File: config.mk
export PLATFORM = sky130hd
export DESIGN_NAME = gpm_ctrl
export DESIGN_NICKNAME = d
export VERILOG_FILES = /design/src/gpm_pkg.sv /design/src/gpm_ctrl.sv
export SDC_FILE = /design/constraint.sdc
export NUM_CORES = 1
export LEC_CHECK = 0
export BUFFER_PORTS_ARGS = -buffer_cell sky130_fd_sc_hd__buf_2
export CELL_PAD_IN_SITES_DETAIL_PLACEMENT = 1
export CELL_PAD_IN_SITES_GLOBAL_PLACEMENT = 1
export CORE_ASPECT_RATIO = 0.9
export CORE_MARGIN = 2
export CORE_UTILIZATION = 35
export CTS_BUF_LIST = sky130_fd_sc_hd__clkbuf_4 sky130_fd_sc_hd__clkbuf_8 sky130_fd_sc_hd__clkbuf_16
export DETAILED_ROUTE_END_ITERATION = 16
export PLACE_DENSITY_LB_ADDON = 0.1
export SKIP_CTS_REPAIR_TIMING = 1
export SYNTH_ARGS = -nofsm -noshare
export SYNTH_HDL_FRONTEND = slang
export SYNTH_SLANG_ARGS = --single-unit
File: constraint.sdc
create_clock -name clock -period 1.95 [get_ports clock]
set_clock_uncertainty 0.05 [all_clocks]
set_input_delay 0.0975 -clock clock [delete_from_list [all_inputs] [get_ports clock]]
set_output_delay 0.0975 -clock clock [all_outputs]
set_load 0.05 [all_outputs]
File: src/gpm_pkg.sv
`timescale 1ns / 1ps

package gpm_pkg;

   // Field and tap widths are fixed by the coefficient format
   localparam int COEF_W = 13;
   localparam int TAP_W  = 7;
   localparam int CSR_IDX_W = 2;

   // Register indexes of the configuration port
   localparam logic [CSR_IDX_W-1:0] CSR_FIELD_POLY = 2'd0;
   localparam logic [CSR_IDX_W-1:0] CSR_TAP_HIGH   = 2'd1;
   localparam logic [CSR_IDX_W-1:0] CSR_TAP_MID    = 2'd2;
   localparam logic [CSR_IDX_W-1:0] CSR_TAP_LOW    = 2'd3;

   localparam logic [COEF_W-1:0] FIELD_POLY_RST = 13'd27;
   localparam logic [TAP_W-1:0]  TAP_HIGH_RST   = 7'd10;
   localparam logic [TAP_W-1:0]  TAP_MID_RST    = 7'd9;
   localparam logic [TAP_W-1:0]  TAP_LOW_RST    = 7'd6;

   typedef logic [COEF_W-1:0] coef_type;

   typedef enum logic [2:0] {
      ST_LOAD,
      ST_MUL,
      ST_DRAIN,
      ST_FOLD,
      ST_EMIT
   } gpm_state_type;

   // Controller to datapath commands
   typedef struct packed {
      logic wr;         // store operand pair
      logic rd;         // fetch operand a coefficient
      logic clear;      // zero the accumulator
      logic fold;       // one reduction step
      logic shift_out;  // advance to next result pair
   } gpm_cmd_type;

   // Multiply by x modulo x^13 + poly
   function automatic coef_type gf_xtime(coef_type x, coef_type poly);
      coef_type r;
      r = {x[COEF_W-2:0], 1'b0};
      if (x[COEF_W-1]) r = r ^ poly;
      return r;
   endfunction

endpackage

File: src/gpm_ctrl.sv
`timescale 1ns / 1ps

module gpm_ctrl #(
   parameter int DEGREE = 96
) (
   input  logic                        clock,
   input  logic                        reset,
   input  logic                        start,
   input  logic                        req_last,
   output logic                        busy,
   output gpm_pkg::gpm_cmd_type        cmd,
   output logic [$clog2(DEGREE)-1:0]   wr_addr,
   output logic [$clog2(DEGREE)-1:0]   rd_addr,
   output logic [$clog2(DEGREE+1)-1:0] n_count,
   output logic                        rsp_strobe,
   output logic [5:0]                  rsp_pair_index,
   output logic                        rsp_final_res
);

   localparam int AW = $clog2(DEGREE);
   localparam int NW = $clog2(DEGREE+1);
   localparam int PAIRS = (DEGREE + 1) / 2;
   localparam logic [NW-1:0] DEG_N   = NW'(DEGREE);
   localparam logic [NW-1:0] FOLD_N  = NW'(DEGREE - 2);
   localparam logic [NW-1:0] LAST_PR = NW'(PAIRS - 1);
   localparam logic [NW-1:0] DRAIN_N = NW'(1);

   gpm_pkg::gpm_state_type state_ff, state_in;
   logic [NW-1:0] ld_ff, ld_in;
   logic [NW-1:0] cnt_ff, cnt_in;
   logic          accept;
   logic          room;
   logic [NW-1:0] ld_next;

   assign accept  = start && (state_ff == gpm_pkg::ST_LOAD);
   assign room    = (ld_ff < DEG_N);
   assign ld_next = room ? ld_ff + NW'(1) : ld_ff;

   // Next state and counters
   always_comb begin
      state_in = state_ff;
      ld_in    = ld_ff;
      cnt_in   = cnt_ff;
      unique case (state_ff)
         gpm_pkg::ST_LOAD: begin
            if (accept) begin
               ld_in = ld_next;
               if (req_last) begin
                  state_in = gpm_pkg::ST_MUL;
                  cnt_in   = ld_next - NW'(1);
               end
            end
         end
         gpm_pkg::ST_MUL: begin
            if (cnt_ff == '0) begin
               state_in = gpm_pkg::ST_DRAIN;
               cnt_in   = DRAIN_N;
            end else begin
               cnt_in = cnt_ff - NW'(1);
            end
         end
         gpm_pkg::ST_DRAIN: begin
            if (cnt_ff == '0) begin
               state_in = gpm_pkg::ST_FOLD;
               cnt_in   = FOLD_N;
            end else begin
               cnt_in = cnt_ff - NW'(1);
            end
         end
         gpm_pkg::ST_FOLD: begin
            if (cnt_ff == '0) begin
               state_in = gpm_pkg::ST_EMIT;
            end else begin
               cnt_in = cnt_ff - NW'(1);
            end
         end
         gpm_pkg::ST_EMIT: begin
            if (cnt_ff == LAST_PR) begin
               state_in = gpm_pkg::ST_LOAD;
               ld_in    = '0;
               cnt_in   = '0;
            end else begin
               cnt_in = cnt_ff + NW'(1);
            end
         end
         default: begin
            state_in = gpm_pkg::ST_LOAD;
         end
      endcase
   end

   // Outputs
   always_comb begin
      cmd            = '0;
      busy           = 1'b1;
      rsp_strobe     = 1'b0;
      rsp_final_res  = 1'b0;
      unique case (state_ff)
         gpm_pkg::ST_LOAD: begin
            busy      = 1'b0;
            cmd.wr    = accept && room;
            cmd.clear = accept && req_last;
         end
         gpm_pkg::ST_MUL: begin
            cmd.rd = 1'b1;
         end
         gpm_pkg::ST_DRAIN: begin
            cmd.rd = 1'b0;
         end
         gpm_pkg::ST_FOLD: begin
            cmd.fold = 1'b1;
         end
         gpm_pkg::ST_EMIT: begin
            cmd.shift_out = 1'b1;
            rsp_strobe    = 1'b1;
            rsp_final_res = (cnt_ff == LAST_PR);
         end
         default: begin
            busy = 1'b1;
         end
      endcase
   end

   assign wr_addr        = ld_ff[AW-1:0];
   assign rd_addr        = cnt_ff[AW-1:0];
   assign n_count        = ld_ff;
   assign rsp_pair_index = 6'(cnt_ff);

   always_ff @(posedge clock) begin
      if (reset) begin
         state_ff <= gpm_pkg::ST_LOAD;
         ld_ff    <= '0;
         cnt_ff   <= '0;
      end else begin
         state_ff <= state_in;
         ld_ff    <= ld_in;
         cnt_ff   <= cnt_in;
      end
   end

endmodule

==> Word-level counts from Yosys, hierarchy flattened <==
Cells that the tools add are included.
{ "word_totals": {"output_inout_bits": 35, "register_bits": 17} }
{ "classes": {"n_lt_le_gt_ge": 1, "n_reduce_logical": 10, "n_eq_ne": 12, "addsub": 4, "n_mux": 25} }
{ "op_table": {"columns": ["cell", "count"], "rows": [
  ["7-bit 2-to-1 mux", 9],
  ["7-bit case mux with 5 select lines", 1],
  ["3-bit 2-to-1 mux", 6],
  ["3-bit case mux with 5 select lines", 1],
  ["7-bit by 1-bit adder with 7-bit output, second input constant", 2],
  ["2-bit != test, second input constant", 7],
  ["7-bit case mux with 2 select lines", 1],
  ["7-bit by 1-bit subtractor with 7-bit output, second input constant", 2],
  ["7-bit by 6-bit equality test with 1-bit output, second input constant", 1],
  ["7-bit zero test", 1],
  ["7-bit less-than comparator, second input constant", 1],
  ["1-bit 2-to-1 mux", 7],
  ["3-bit by 2-bit equality test with 1-bit output, second input constant", 2],
  ["6-bit AND reduction", 1],
  ["5-bit nonzero test", 1],
  ["4-bit AND reduction", 1],
  ["3-bit by 1-bit equality test with 1-bit output, second input constant", 1],
  ["3-bit equality test, second input constant", 1],
  ["1-bit logical AND", 3],
  ["3-bit zero test", 1],
  ["3-bit AND reduction", 1],
  ["2-bit nonzero test", 1]
]} }

==> Depth between registers and ports, before layout <==
{ "logic_depth": {"depth_word": 6, "ltp_mapped": 9, "mapped_depth_nobuf": 9} }

==> Least setup slack after synthesis <==
Ideal clock, no wire load.
{ "synth_timing": {"path_kind": "flip-flop to flip-flop", "start": "register ld_ff[1] (netlist: n_count[1])", "end": "register cnt_ff[6] (netlist: rd_addr[6])", "slack_ns": -0.609, "arrival_time_ns": 2.392, "path_stages_with_launch": 8, "n_path_buf": 0, "required_ns": 1.784, "setup_ns": 0.116, "synth_period_minus_slack_ns": 2.559, "cell_sequence": "dfxtp_1 > ha_1 > a21boi_2 > nand3_1 > xor2_1 > nand3_1 > or3_1 > a31o_2"} }
{ "synth_via": {"elab_chain_cells": 6} }
{ "synth_lines": {"columns": ["element", "line_no", "text"], "rows": [
  ["from (decl)", "gpm_ctrl.sv:29", "logic [NW-1:0] ld_ff, ld_in;"],
  ["from (signal assigned)", "gpm_ctrl.sv:136", "ld_ff <= ld_in;"],
  ["7-bit by 1-bit adder with 7-bit output or 7-bit less-than comparator (tied branches)", "gpm_ctrl.sv:37, gpm_ctrl.sv:36", null],
  ["7-bit 2-to-1 mux *", "gpm_ctrl.sv:37", "assign ld_next = room ? ld_ff + NW'(1) : ld_ff;"],
  ["7-bit by 1-bit subtractor with 7-bit output *", "gpm_ctrl.sv:50", "cnt_in = ld_next - NW'(1);"],
  ["7-bit 2-to-1 mux *", "gpm_ctrl.sv:48", "if (req_last) begin"],
  ["7-bit 2-to-1 mux *", "gpm_ctrl.sv:46", "if (accept) begin"],
  ["7-bit case mux with 5 select lines *", "gpm_ctrl.sv:44", "unique case (state_ff)"],
  ["to (signal assigned)", "gpm_ctrl.sv:137", "cnt_ff <= cnt_in;"],
  ["to (decl)", "gpm_ctrl.sv:30", "logic [NW-1:0] cnt_ff, cnt_in;"]
]} }
Every way passes the cells marked *; elsewhere a longest branch is shown, timed or not. The select of a mux whose other input is x is not followed.
A chain may end at the register's enable or synchronous reset.

==> Worst setup path in the final report <==
{ "layout_timing": {"start": "register state_ff[0]", "end": "output port rsp_final_res"} }
{ "layout_via": {"elab_chain_cells": 2} }
{ "layout_lines": {"columns": ["element", "line_no", "text"], "rows": [
  ["from (decl)", "gpm_ctrl.sv:28", "gpm_pkg::gpm_state_type state_ff, state_in;"],
  ["from (signal assigned)", "gpm_ctrl.sv:131", "state_ff <= gpm_pkg::ST_LOAD;"],
  ["from (signal assigned)", "gpm_ctrl.sv:135", "state_ff <= state_in;"],
  ["3-bit equality test", "gpm_ctrl.sv:98", "unique case (state_ff)"],
  ["1-bit 2-to-1 mux", "gpm_ctrl.sv:98", null],
  ["to (decl)", "gpm_ctrl.sv:17", "output logic rsp_final_res"]
]} }
No other way between the ends.

==> flow_metrics.tcl <==
set metrics [dict create \
    outcome "finished with violations" \
    failed_checks "setup timing" \
    yosys-top-cells-area "dfxtp_1, buf_4, a21oi_1, nor2_1, ha_1" \
    nets 299 \
    synth_most_common_cell "nor2_1" \
    overflow 0 \
    worstRegToRegCells 5 \
    grt_pass1_vias 1776 \
    fin_crit_ns 1.98 \
    drt_iter0_markers 89 \
    synth_area_mm2 0.00166 \
    drcViolationCount 0 \
    syn_avg_cell_area_um2 7.34 \
    drt_wl_total_mm 5.90 \
    finish.utilization_pct 53.4 \
    pin_count 39 \
    worstPathRequired_ns 1.80 \
    maxSlewViolCount 0 \
    rsz0062_at_grt "true" \
    seqCellArea_um2 372 \
    start_util_pct 36.7 \
    ys_seq_area_share_pct 20.5 \
    hpwl_mm 4.32 \
    leakage_nw 1.10 \
    syn-num-nets 235 \
    synthTopCellsByCount "nor2_1, a21oi_1, dfxtp_1, buf_4, nand2_1" \
    hold_path_class "in2reg" \
    crit_path_max_fanout 5 \
    cts_buffers 3 \
    antenna_found_initial 0 \
    power_density_mw_per_mm2 2040 \
    cp.arrival_ns 1.83 \
    placed_area_mm2 0.00219 \
    max_freq_mhz 505 \
    grt_max_degree 20 \
    yosysTopAreaCellShare_pct 20.5 \
    num_rows 23 \
    ys_ff_latch 17 \
    htreeDepth 1 \
    die-height_um 69.3 \
    area_growth_pct 45.4 \
    min-delay-start "req_last" \
    yosys_warnings 0 \
    setup_ws_ns -0.0286 \
    finalCritPeriodShare_pct 101 \
    cts_tree "done" \
    finalInstanceArea_mm2 0.00241 \
    setup_viol 4 \
    multi_input_area_mm2 0.00128 \
    r2r-end "rd_addr[6]$_SDFFE_PP0P_" \
    reg2reg_slack_ns -0.03 \
    die-area_mm2 0.00530 \
    clk_pin_slew_ns 0.08 \
    reg2reg_from "rd_addr[3]$_SDFFE_PP0P_" \
    crit_start "state_ff[0]$_SDFFE_PP0P_" \
    synthCells 226 \
    tightest_slew_ns 0.416 \
    die_w_um 76.5 \
    port-buffer-count 38 \
    grt_usage_pct 20.6 \
    gp_congestion 0.861 \
    synth_edf_count 0 \
    p_total_w 0.00493 \
    ys.flop_type "dfxtp_1" \
    hold_viol_final 0 \
    clockBufferDepth 2 \
    grt_pass1_wl_mm 8.81 \
    critPathLaunchType "flop" \
    peakVddDrop_mv 0.773 \
    ant_nets 0 \
    avgViaCountPerCell 5.48 \
    fillCellCount 578 \
    pre_cts_slack_ns -0.0292 \
    insertion_delay_ns 0.26 \
    wl_per_cell_um 16.8 \
    holdPathEnd "state_ff[0]$_SDFFE_PP0P_" \
    synth-async-reset-ratio_pct 0 \
    synth.distinct_cells 50 \
    path_class "reg2out" \
    root_buffer "clkbuf_8" \
    cts.sinks 17 \
    coreArea_mm2 0.00452 \
    cp-end-kind "output port" \
    timing.slew.headroom_pct 71.9 \
    drt_first_pass_iters 4 \
    synth_top_area_cell "dfxtp_1" \
    drive_gt1_share_pct 48.8 \
    cap_viol_max_count 0 \
    diodes 0 \
    vias 1924 \
    min_path_cells 3 \
]
[where the power goes]
group / internal (W) / leakage, nW / switching (W)
clock: 0.000160 / 0.0262 / 0.000146
sequential: 0.000474 / 0.146 / 0.000106
combinational: 0.00169 / 0.927 / 0.00235
total: 0.00233 / 1.10 / 0.00260
[area by class of cell]
type | count | area share (%)
inverter | 8 | 1.40
multi-input combinational | 171 | 53.0
clock buffer | 4 | 2.02
timing repair buffer | 89 | 25.0
tap | 62 | 3.22
sequential | 17 | 15.4
[cells by family (layout without fill, tap and decap cells)]
| family | after synthesis | in the layout | share of synthesized area, % |
|---|---|---|---|
| AO/OA/AOI/OAI | 62 | 62 | 25.1 |
| AND/OR/NAND/NOR | 89 | 89 | 28.9 |
| flip-flops | 17 | 17 | 20.5 |
| XOR/XNOR | 14 | 14 | 7.40 |
| buffers and inverters | 38 | 101 | 13.7 |
| adder cells (fa/ha/maj) | 5 | 5 | 3.77 |
| multiplexers | 1 | 1 | 0.604 |
[layout by cell type (no fill, tap or decap), types with 3 or more instances in the layout]
cell and n:
or3_1 3, nand2_1 13, o31ai_1 3, o21ai_0 5
dfxtp_2 7, xnor2_1 7, nor3_1 6, clkbuf_8 3
and3_1 4, inv_1 7, a31oi_1 8, a21oi_1 14
nor3b_1 4, o211ai_1 3, nand2b_1 5, buf_2 36
xor2_1 5, nand3_1 8, dfxtp_1 4, nor2_1 21
buf_4 49, dfxtp_4 6, a21oi_2 4
[per-layer routing]
layer / GRT usage [%] / up-vias / wire length [µm]
li1: - / 927 / -
met1: 29.5 / 946 / 2920
met2: 32.5 / 45 / 2740
met3: 2.99 / 6 / 179
met4: 4.65 / 0 / 68
met5: 0 / - / 0
[worst max path at each step]
stage	end	cells past startpoint
global route	rd_addr[6]$_SDFFE_PP0P_	7
floorplan	rd_addr[6]$_SDFFE_PP0P_	7
CTS	rsp_final_res	4
detailed placement	rd_addr[2]$_SDFFE_PP0P_	8
finish	rsp_final_res	4
global placement	rd_addr[2]$_SDFFE_PP0P_	8
[state kept, by name, indices dropped and copies added (netlist names)]
signal    cells
n_count       7
rd_addr       7
state_ff      3
[per-stage QoR]
step	setup TNS, ns	std cells	hold WS [ns]
6_report	-0.0795	351	0.186
5_1_grt	-0.349	351	0.197
4_1_cts	-0.323	347	0.179
3_5_place_dp	-0.0506	343	0.457
3_3_place_gp	-0.103	343	0.449
2_1_floorplan	-0.371	226	0.327
[worst max-delay path: stages (launching register included)]
cell        delay [ns]
dfxtp_1           0.32
or3b_4            0.40
or4_4             0.60
clkinvlp_4        0.11
buf_8             0.14
Note: power is estimated with default switching activity, not from simulation.
